$ cat config.mk
export PLATFORM = sky130hd
export DESIGN_NAME = i2c_clock_divider_search
export DESIGN_NICKNAME = d
export VERILOG_FILES = /design/src/hdl/i2cdiv_pkg.sv /design/src/hdl/i2cdiv_ctrl.sv /design/src/hdl/i2cdiv_dp.sv /design/src/hdl/i2c_clock_divider_search.sv
export SDC_FILE = /design/constraint.sdc
export NUM_CORES = 1
export LEC_CHECK = 0
export ABC_AREA = 1
export ABC_CLOCK_PERIOD_IN_PS = 5300
export CORE_ASPECT_RATIO = 0.75
export CORE_MARGIN = 2
export CORE_UTILIZATION = 50
export CTS_CLUSTER_SIZE = 28
export DETAILED_ROUTE_END_ITERATION = 7
export DONT_BUFFER_PORTS = 1
export PLACE_DENSITY = 0.75
export SYNTH_ARGS = -nofsm -noshare
export SYNTH_HDL_FRONTEND = slang
export SYNTH_HIERARCHICAL = 1
export SYNTH_SLANG_ARGS = --single-unit
$ cat constraint.sdc
create_clock -name clk_i -period 5.3 [get_ports clk_i]
set_input_delay 0.265 -clock clk_i [delete_from_list [all_inputs] [get_ports clk_i]]
set_output_delay 0.265 -clock clk_i [all_outputs]
set_load 0.05 [all_outputs]
$ cat src/hdl/i2cdiv_pkg.sv
// ----------------------------------------------------------------------------
// i2cdiv_pkg
// Shared constants and controller/datapath interface types for the bus
// clock divider search.
// ----------------------------------------------------------------------------
package i2cdiv_pkg;

  localparam int unsigned FREQ_W          = 32;
  localparam int unsigned MAX_HIGH_COUNT  = 31;
  localparam int unsigned PRE_STEPS       = 8;
  localparam int unsigned EXP_W           = $clog2(PRE_STEPS);
  localparam int unsigned HIGH_W          = $clog2(MAX_HIGH_COUNT + 1);
  // Largest divisor is 3*MAX_HIGH_COUNT + 2 + 2.
  localparam int unsigned DIVR_W          = $clog2(3 * MAX_HIGH_COUNT + 5);
  localparam int unsigned BITCNT_W        = $clog2(FREQ_W);

  localparam int unsigned PRESCALE_EXP_W  = 3;
  localparam int unsigned HIGH_COUNT_W    = 5;
  localparam int unsigned LOW_COUNT_W     = 6;
  localparam int unsigned SETHOLD_COUNT_W = 5;
  localparam int unsigned DATAVD_COUNT_W  = 4;

  localparam logic [FREQ_W-1:0] TARGET_RESET = FREQ_W'(400000);

  // Commands from the controller to the datapath.
  typedef struct packed {
    logic start;     // capture a new source frequency and reset the search
    logic load;      // set up the divider for the current candidate
    logic div_step;  // one restoring division step
    logic calc_err;  // register the absolute rate error
    logic eval;      // compare against the best candidate so far
    logic advance;   // move to the next candidate
    logic publish;   // load the result register
  } ctrl_cmd_t;

  // Status from the datapath to the controller.
  typedef struct packed {
    logic src_zero;  // incoming source frequency is zero
    logic div_last;  // final division step this cycle
    logic err_zero;  // registered error is zero
    logic last_cand; // current candidate is the final one
    logic out_free;  // result register can take a new result this cycle
  } dp_stat_t;

endpackage

$ cat src/hdl/i2cdiv_ctrl.sv
// ----------------------------------------------------------------------------
// i2cdiv_ctrl
// Sequencer for the divider search: walks the candidates one at a time
// through the serial divider and hands the result to the output register.
// ----------------------------------------------------------------------------
module i2cdiv_ctrl import i2cdiv_pkg::*; (
  input  logic       clk_i,
  input  logic       rst_ni,
  input  logic       in_valid_i,
  output logic       in_stall_o,
  input  dp_stat_t   stat_i,
  output ctrl_cmd_t  cmd_o
);

  localparam logic [2:0] S_IDLE = 3'd0;
  localparam logic [2:0] S_LOAD = 3'd1;
  localparam logic [2:0] S_DIV  = 3'd2;
  localparam logic [2:0] S_ERR  = 3'd3;
  localparam logic [2:0] S_EVAL = 3'd4;
  localparam logic [2:0] S_DONE = 3'd5;

  logic [2:0] state_q, state_d;

  always_comb begin
    state_d    = state_q;
    cmd_o      = '0;
    in_stall_o = (state_q != S_IDLE);
    unique case (state_q)
      S_IDLE: begin
        if (in_valid_i) begin
          cmd_o.start = 1'b1;
          state_d     = stat_i.src_zero ? S_DONE : S_LOAD;
        end
      end
      S_LOAD: begin
        cmd_o.load = 1'b1;
        state_d    = S_DIV;
      end
      S_DIV: begin
        cmd_o.div_step = 1'b1;
        if (stat_i.div_last) begin
          state_d = S_ERR;
        end
      end
      S_ERR: begin
        cmd_o.calc_err = 1'b1;
        state_d        = S_EVAL;
      end
      S_EVAL: begin
        cmd_o.eval = 1'b1;
        if (stat_i.err_zero || stat_i.last_cand) begin
          state_d = S_DONE;
        end else begin
          cmd_o.advance = 1'b1;
          state_d       = S_LOAD;
        end
      end
      S_DONE: begin
        if (stat_i.out_free) begin
          cmd_o.publish = 1'b1;
          state_d       = S_IDLE;
        end
      end
      default: begin
        state_d = S_IDLE;
      end
    endcase
  end

  always_ff @(posedge clk_i or negedge rst_ni) begin
    if (!rst_ni) begin
      state_q <= S_IDLE;
    end else begin
      state_q <= state_d;
    end
  end

  a_publish_when_free: assert property (@(posedge clk_i) disable iff (!rst_ni)
    cmd_o.publish |-> stat_i.out_free)
    else $error("result published while the result register is occupied");

  a_stop_or_advance: assert property (@(posedge clk_i) disable iff (!rst_ni)
    (state_q == S_EVAL) |=> (state_q == S_LOAD) || (state_q == S_DONE))
    else $error("evaluation did not lead to the next candidate or completion");

endmodule

$ cat src/hdl/i2cdiv_dp.sv
// ----------------------------------------------------------------------------
// i2cdiv_dp
// Datapath for the divider search: target register, candidate counters,
// bit-serial restoring divider, error compare, best-candidate registers and
// the output register.
// ----------------------------------------------------------------------------
module i2cdiv_dp import i2cdiv_pkg::*; (
  input  logic                       clk_i,
  input  logic                       rst_ni,
  input  ctrl_cmd_t                  cmd_i,
  output dp_stat_t                   stat_o,
  input  logic                       cfg_write_i,
  input  logic [FREQ_W-1:0]          target_freq_hz_i,
  input  logic [FREQ_W-1:0]          src_clock_hz_i,
  output logic                       out_valid_o,
  input  logic                       out_stall_i,
  output logic                       status_o,
  output logic [PRESCALE_EXP_W-1:0]  prescale_exp_o,
  output logic [HIGH_COUNT_W-1:0]    high_count_o,
  output logic [LOW_COUNT_W-1:0]     low_count_o,
  output logic [SETHOLD_COUNT_W-1:0] sethold_count_o,
  output logic [DATAVD_COUNT_W-1:0]  datavd_count_o,
  output logic [FREQ_W-1:0]          rate_error_o
);

  // Configuration and control state.
  logic [FREQ_W-1:0]   target_q;
  logic                out_valid_q;
  logic [BITCNT_W-1:0] bitcnt_q;

  // Search payload.
  logic [FREQ_W-1:0] src_q;
  logic              src_zero_q;
  logic [EXP_W-1:0]  exp_q;
  logic [HIGH_W-1:0] high_q;
  logic [FREQ_W-1:0] dvd_q;     // dividend, shifted out as the quotient shifts in
  logic [DIVR_W-1:0] divr_q;
  logic [DIVR_W-1:0] rem_q;
  logic [FREQ_W-1:0] err_q;
  logic [EXP_W-1:0]  best_exp_q;
  logic [HIGH_W-1:0] best_high_q;
  logic [FREQ_W-1:0] best_err_q;

  // Divisor of the current candidate.
  logic [DIVR_W-1:0] extra;
  logic [DIVR_W-1:0] divr_d;

  always_comb begin
    unique case (exp_q)
      EXP_W'(0): extra = DIVR_W'(2);
      EXP_W'(1): extra = DIVR_W'(1);
      default:   extra = '0;
    endcase
    if (high_q == HIGH_W'(1)) begin
      divr_d = DIVR_W'(6) + extra;
    end else begin
      divr_d = DIVR_W'(3) * DIVR_W'(high_q) + DIVR_W'(2) + extra;
    end
  end

  // One restoring division step.
  logic [DIVR_W:0]   trial;
  logic              q_bit;
  logic [DIVR_W-1:0] rem_d;

  always_comb begin
    trial = {rem_q, dvd_q[FREQ_W-1]};
    q_bit = (trial >= {1'b0, divr_q});
    if (q_bit) begin
      rem_d = DIVR_W'(trial - {1'b0, divr_q});
    end else begin
      rem_d = trial[DIVR_W-1:0];
    end
  end

  // Absolute error of the finished quotient.
  logic [FREQ_W-1:0] err_d;
  assign err_d = (target_q > dvd_q) ? (target_q - dvd_q) : (dvd_q - target_q);

  // Derived counts of the best candidate.
  logic [FREQ_W-1:0] hi_ext;
  logic              hi_small;
  assign hi_ext   = FREQ_W'(best_high_q);
  assign hi_small = (best_high_q < HIGH_W'(2));

  assign stat_o.src_zero  = (src_clock_hz_i == '0);
  assign stat_o.div_last  = (bitcnt_q == BITCNT_W'(FREQ_W - 1));
  assign stat_o.err_zero  = (err_q == '0);
  assign stat_o.last_cand = (high_q == HIGH_W'(MAX_HIGH_COUNT)) &&
                            (exp_q == EXP_W'(PRE_STEPS - 1));
  assign stat_o.out_free  = !out_valid_q || !out_stall_i;

  always_ff @(posedge clk_i or negedge rst_ni) begin
    if (!rst_ni) begin
      target_q    <= TARGET_RESET;
      out_valid_q <= 1'b0;
      bitcnt_q    <= '0;
    end else begin
      if (cfg_write_i) begin
        target_q <= target_freq_hz_i;
      end
      if (cmd_i.publish) begin
        out_valid_q <= 1'b1;
      end else if (!out_stall_i) begin
        out_valid_q <= 1'b0;
      end
      if (cmd_i.load) begin
        bitcnt_q <= '0;
      end else if (cmd_i.div_step) begin
        bitcnt_q <= bitcnt_q + BITCNT_W'(1);
      end
    end
  end

  always_ff @(posedge clk_i) begin
    if (cmd_i.start) begin
      src_q       <= src_clock_hz_i;
      src_zero_q  <= (src_clock_hz_i == '0);
      exp_q       <= '0;
      high_q      <= HIGH_W'(1);
      best_exp_q  <= '0;
      best_high_q <= '0;
      best_err_q  <= '1;
    end
    if (cmd_i.load) begin
      dvd_q  <= src_q >> exp_q;
      divr_q <= divr_d;
      rem_q  <= '0;
    end
    if (cmd_i.div_step) begin
      dvd_q <= {dvd_q[FREQ_W-2:0], q_bit};
      rem_q <= rem_d;
    end
    if (cmd_i.calc_err) begin
      err_q <= err_d;
    end
    if (cmd_i.eval && (err_q < best_err_q)) begin
      best_exp_q  <= exp_q;
      best_high_q <= high_q;
      best_err_q  <= err_q;
    end
    if (cmd_i.advance) begin
      if (high_q == HIGH_W'(MAX_HIGH_COUNT)) begin
        high_q <= HIGH_W'(1);
        exp_q  <= exp_q + EXP_W'(1);
      end else begin
        high_q <= high_q + HIGH_W'(1);
      end
    end
    if (cmd_i.publish) begin
      status_o <= src_zero_q;
      if (src_zero_q) begin
        prescale_exp_o  <= '0;
        high_count_o    <= '0;
        low_count_o     <= '0;
        sethold_count_o <= '0;
        datavd_count_o  <= '0;
        rate_error_o    <= '0;
      end else begin
        prescale_exp_o  <= PRESCALE_EXP_W'(best_exp_q);
        high_count_o    <= HIGH_COUNT_W'(hi_ext);
        low_count_o     <= hi_small ? LOW_COUNT_W'(3) : LOW_COUNT_W'(hi_ext << 1);
        sethold_count_o <= hi_small ? SETHOLD_COUNT_W'(2) : SETHOLD_COUNT_W'(hi_ext);
        datavd_count_o  <= hi_small ? DATAVD_COUNT_W'(1) : DATAVD_COUNT_W'(hi_ext >> 1);
        rate_error_o    <= best_err_q;
      end
    end
  end

  assign out_valid_o = out_valid_q;

  a_publish_sets_valid: assert property (@(posedge clk_i) disable iff (!rst_ni)
    cmd_i.publish |=> out_valid_q)
    else $error("result register not valid after publish");

  a_rem_below_divisor: assert property (@(posedge clk_i) disable iff (!rst_ni)
    cmd_i.div_step |=> (rem_q < divr_q))
    else $error("division remainder not below divisor");

  a_zero_src_fields: assert property (@(posedge clk_i) disable iff (!rst_ni)
    (out_valid_q && status_o) |-> (rate_error_o == '0) && (high_count_o == '0))
    else $error("no-source result carries nonzero fields");

endmodule

$ cat src/hdl/i2c_clock_divider_search.sv
// ----------------------------------------------------------------------------
// i2c_clock_divider_search
// Finds the prescaler and clock-high count whose bus rate comes closest to
// the programmed target frequency for a given source clock.
// ----------------------------------------------------------------------------
// One transfer on the input channel carries a source clock frequency; one
// transfer on the output channel later returns the chosen prescaler exponent,
// the high, low, setup/hold and data-valid counts and the absolute rate error.
// Candidates are tried one at a time: prescalers 1 to 128 outer, high counts
// 1 to 31 inner, and each candidate's rate comes out of a bit-serial restoring
// divider that produces one quotient bit per cycle. Each candidate passes
// through a setup step, 32 division steps, an error step and a compare
// step; a full search covers 248 candidates and ends early as soon as a
// candidate hits the target exactly. A zero source frequency skips the
// candidate search and goes straight to publishing the no-source status.
// The input stalls while a search runs and while a finished search waits
// for the output register to free up; a result that merely sits in the
// output register does not hold off the next search. The target register
// resets to 400 kHz; its write port is always ready, and it should only be
// written while no search is running and no result is pending.
// ----------------------------------------------------------------------------
module i2c_clock_divider_search import i2cdiv_pkg::*; (
  input  logic                       clk_i,
  input  logic                       rst_ni,
  // Target rate register write.
  input  logic                       cfg_valid_i,
  output logic                       cfg_ready_o,
  input  logic [FREQ_W-1:0]          target_freq_hz_i,
  // Source frequency input.
  input  logic                       in_valid_i,
  output logic                       in_stall_o,
  input  logic [FREQ_W-1:0]          src_clock_hz_i,
  // Search result output.
  output logic                       out_valid_o,
  input  logic                       out_stall_i,
  output logic                       status_o,
  output logic [PRESCALE_EXP_W-1:0]  prescale_exp_o,
  output logic [HIGH_COUNT_W-1:0]    high_count_o,
  output logic [LOW_COUNT_W-1:0]     low_count_o,
  output logic [SETHOLD_COUNT_W-1:0] sethold_count_o,
  output logic [DATAVD_COUNT_W-1:0]  datavd_count_o,
  output logic [FREQ_W-1:0]          rate_error_o
);

  ctrl_cmd_t cmd;
  dp_stat_t  stat;

  // The register write is always taken in the cycle it is offered.
  assign cfg_ready_o = 1'b1;

  // The sequencer owns the input handshake and the order of the search.
  i2cdiv_ctrl u_ctrl (
    .clk_i      (clk_i),
    .rst_ni     (rst_ni),
    .in_valid_i (in_valid_i),
    .in_stall_o (in_stall_o),
    .stat_i     (stat),
    .cmd_o      (cmd)
  );

  // The datapath holds the target, the divider and the result register.
  i2cdiv_dp u_dp (
    .clk_i            (clk_i),
    .rst_ni           (rst_ni),
    .cmd_i            (cmd),
    .stat_o           (stat),
    .cfg_write_i      (cfg_valid_i && cfg_ready_o),
    .target_freq_hz_i (target_freq_hz_i),
    .src_clock_hz_i   (src_clock_hz_i),
    .out_valid_o      (out_valid_o),
    .out_stall_i      (out_stall_i),
    .status_o         (status_o),
    .prescale_exp_o   (prescale_exp_o),
    .high_count_o     (high_count_o),
    .low_count_o      (low_count_o),
    .sethold_count_o  (sethold_count_o),
    .datavd_count_o   (datavd_count_o),
    .rate_error_o     (rate_error_o)
  );

endmodule

==> flow_metrics.py <==
metrics = {
    "logic_synthesis": {
        "syn_nets": 2356,
        "synthTopCellsByCount": "nand2_1, inv_1, edfxtp_1",
        "yosysTopAreaCell": "edfxtp_1",
        "synthDistinctLibCells": 48,
        "synthCells": 2162,
        "synth_top_cells_by_area": "edfxtp_1, nand2_1, ha_1, inv_1, dfrtp_1",
        "netlist_area_sq_mm": 0.0167,
        "synth_ff_type": "edfxtp_1",
        "synth.most_common_cell": "nand2_1",
        "synthArstFlopShare_pct": 16.5,
        "synth_area_per_cell_sq_um": 7.70,
        "synth_edf_count": 205,
        "synth_warnings": 6,
        "ys_seq_area_share_pct": 43.5,
        "synth_top_area_share_pct": 37.0,
        "ys_seq_elements": 249,
    },
    "setup_path": {
        "crit_fanout": 40,
        "critPathRequiredTime_ns": 5.48,
        "slowest_delay_ns": 0.79,
        "path_cells": "nor2_2 > nand2_1 > inv_1 > nand3_1 > nand2_1 > buf_4",
        "worst_setup_path_end_kind": "register",
        "worstPathArrival_ns": 3.43,
        "crit_path_start_kind": "register",
        "crit_type": "reg -> reg",
        "worst_path_most_repeated_cell": "nand2_1",
        "cp_slowest_cell": "inv_1",
    },
    "routing": {
        "ant_nets": 0,
        "dr.pass1.iters": 6,
        "wirelength_mm": 44.3,
        "drc": 0,
        "wl_per_cell_um": 16.6,
        "route.vias.total": 14100,
        "via_per_inst": 5.28,
        "drt-initial-drc-count": 1349,
    },
    "clock_network": {
        "clkSlewWorstSetupHoldPaths_ns": 0.06,
        "worstSkewPairLatency_ns": 0.55,
        "cts_setup_buffers": 0,
        "cts_max_level": 1,
        "cts_buffers": 26,
        "cts-resized-gates": 0,
        "ctsHoldBuffers": 68,
        "clock_path_buffers": 3,
        "cts.sinks": 249,
        "cts_tree": "done",
        "cts-root-buf": "clkbuf_16",
    },
    "min_path": {
        "hold_class": "in -> reg",
    },
    "timing": {
        "period_minus_slack_ns": 3.25,
        "setup_violations": 0,
        "period_share_pct": 61.3,
        "report.final.hold_viol_count": 0,
        "rsz0062_at_grt": "false",
        "fmax_ghz": 0.308,
        "fin_worst_skew_ns": 0.00954,
        "relSlewSlack_pct": 16.0,
        "final_max_slew_viol_count": 0,
        "tightest_slew_ns": 1.26,
        "tns_ns": 0,
    },
    "global_routing": {
        "antenna_found_initial": 0,
        "grt_usage_pct": 25.5,
        "grt_overflow": 0,
        "grt_pass1_wl_mm": 70.7,
        "grt_max_degree": 64,
        "first_global_vias": 13300,
    },
    "cells_and_area": {
        "area_growth_pct": 11.1,
        "nets": 2399,
        "final_util_pct": 56.8,
        "drive_above_1_share_pct": 4.14,
        "diodes": 0,
    },
    "pwr": {
        "internal_power_uw": 5700,
        "power_density_mw_per_mm2": 583,
        "p_clk_share_pct": 16.0,
        "p_switching_uw": 5090,
        "p_sw_share_pct": 47.2,
        "combPwrFrac_pct": 52.5,
        "ir_drop_uv": 270,
        "pwr-share-seq_pct": 31.5,
        "power.leakage_uw": 0.00914,
    },
    "placed_design": {
        "gp_congestion": 0.922,
        "io_buffer_count": 0,
        "dp_hpwl_mm": 34.1,
    },
    "run": {
        "drv_cap": 0,
    },
    "floorplan": {
        "die_w_um": 215,
        "placement_rows": 57,
        "start_util_pct": 51.1,
        "core_sq_mm": 0.0326,
        "die_y_um": 162,
        "ios": 128,
        "design.die.area_sq_mm": 0.0348,
    },
    "run_status": {
        "outcome": "finished clean",
    },
}
-- logic make-up (layout without fill, tap and decap cells) --
kind of cell | count (synthesis) | in the layout | share of synthesized area (%)
simple gates | 1080 | 1080 | 26.7
buf+inv | 466 | 527 | 11.1
flops | 249 | 249 | 43.5
compound gates | 200 | 200 | 6.94
fa+ha+maj | 125 | 125 | 9.57
xor+xnor | 36 | 36 | 1.89
mux | 5 | 5 | 0.308
other cells | 1 | 1 | 0.0225
-- path summary, 6_finish.rpt --
path / startpoint / end / slack [ns] / depth (start not counted)
max in group asynchronous: rst_ni / u_dp/target_q[7] / 4.80 / 2
setup reg to reg: u_ctrl/state_q[0] / u_dp/best_err_q[4] / 2.05 / 6
hold reg to reg: u_dp/target_q[11] / u_dp/target_q[11] / 0.51 / 2
min in group asynchronous: rst_ni / u_dp/bitcnt_q[2] / 0.22 / 2
hold / removal: cfg_valid_i / u_dp/target_q[11] / 0.08 / 2
setup / recovery: u_ctrl/state_q[0] / u_dp/best_err_q[4] / 2.05 / 6
-- final cells by class --
type	instances	area, sq um
Clock inverter	11	75.1
Multi-Input combinational cell	1447	7570
Inverter	392	1470
Sequential cell	249	7250
Fill cell	3028	14100
Clock buffer	35	706
Timing Repair Buffer	89	873
Tap cell	442	553
-- state kept, by name, indices dropped and copies added (netlist names), 6 cells and up --
signal	count
u_dp/best_err_q	32
u_dp/divr_q	7
u_dp/dvd_q	32
u_dp/err_q	32
u_dp/low_count_o	6
u_dp/rate_error_o	32
u_dp/rem_q	7
u_dp/src_q	32
u_dp/target_q	32
-- metrics by stage --
| stage | setup slack [ns] | total power [uW] | instances | hold WS [ns] | cell area [sq um] |
|---|---|---|---|---|---|
| 2_1_floorplan | 1.18 | 7390 | 2162 | -0.0306 | 16700 |
| 3_3_place_gp | 2.21 | 8800 | 2551 | -0.0289 | 17000 |
| 3_5_place_dp | 2.04 | 8890 | 2551 | -0.0284 | 17000 |
| 4_1_cts | 2.03 | 10700 | 2665 | 0.0695 | 18500 |
| 5_1_grt | 1.82 | 11600 | 2665 | 0.0948 | 18500 |
| 6_report | 2.05 | 10800 | 2665 | 0.0846 | 18500 |
-- power groups by stage --
stage / registers, uW / logic (uW) / clock network [uW]
CTS: 3390 / 5550 / 1760
global placement: 3410 / 5400 / 0
detailed placement: 3430 / 5470 / 0
floorplan: 3320 / 4070 / 0
global route: 3450 / 6360 / 1840
finish: 3400 / 5660 / 1730
-- per-layer routing --
metal  up-vias  global-route usage (%)  wire length, um
li1       6962                       -                -
met1      6507                    38.6            21300
met2       549                    38.7            18500
met3        57                    4.74             3820
met4         0                    3.88              637
met5         -                       0                0
-- critical path, delay by kind of cell (launching register included) --
kind | cells | cell delay, ns
buf+inv | 2 | 1.27
flops | 1 | 0.44
simple gates | 4 | 1.13
-- cell usage in the layout (no fill, tap or decap), types with 6 or more instances in the layout --
master	count
nand4_1	53
a21oi_1	72
o211ai_1	12
o21ai_0	66
clkinv_1	6
clkinv_2	6
inv_1	387
o221ai_1	18
dfstp_2	6
dfrtp_1	35
nor4_1	16
nand3_1	94
nand2_1	740
edfxtp_1	205
a31oi_1	13
dlygate4sd3_1	66
clkbuf_16	27
clkbuf_1	8
buf_4	21
xor2_1	31
nor3_1	8
ha_1	121
nor2_1	142
nand2_2	12
No activity file was read; power rests on OpenSTA's default activity.
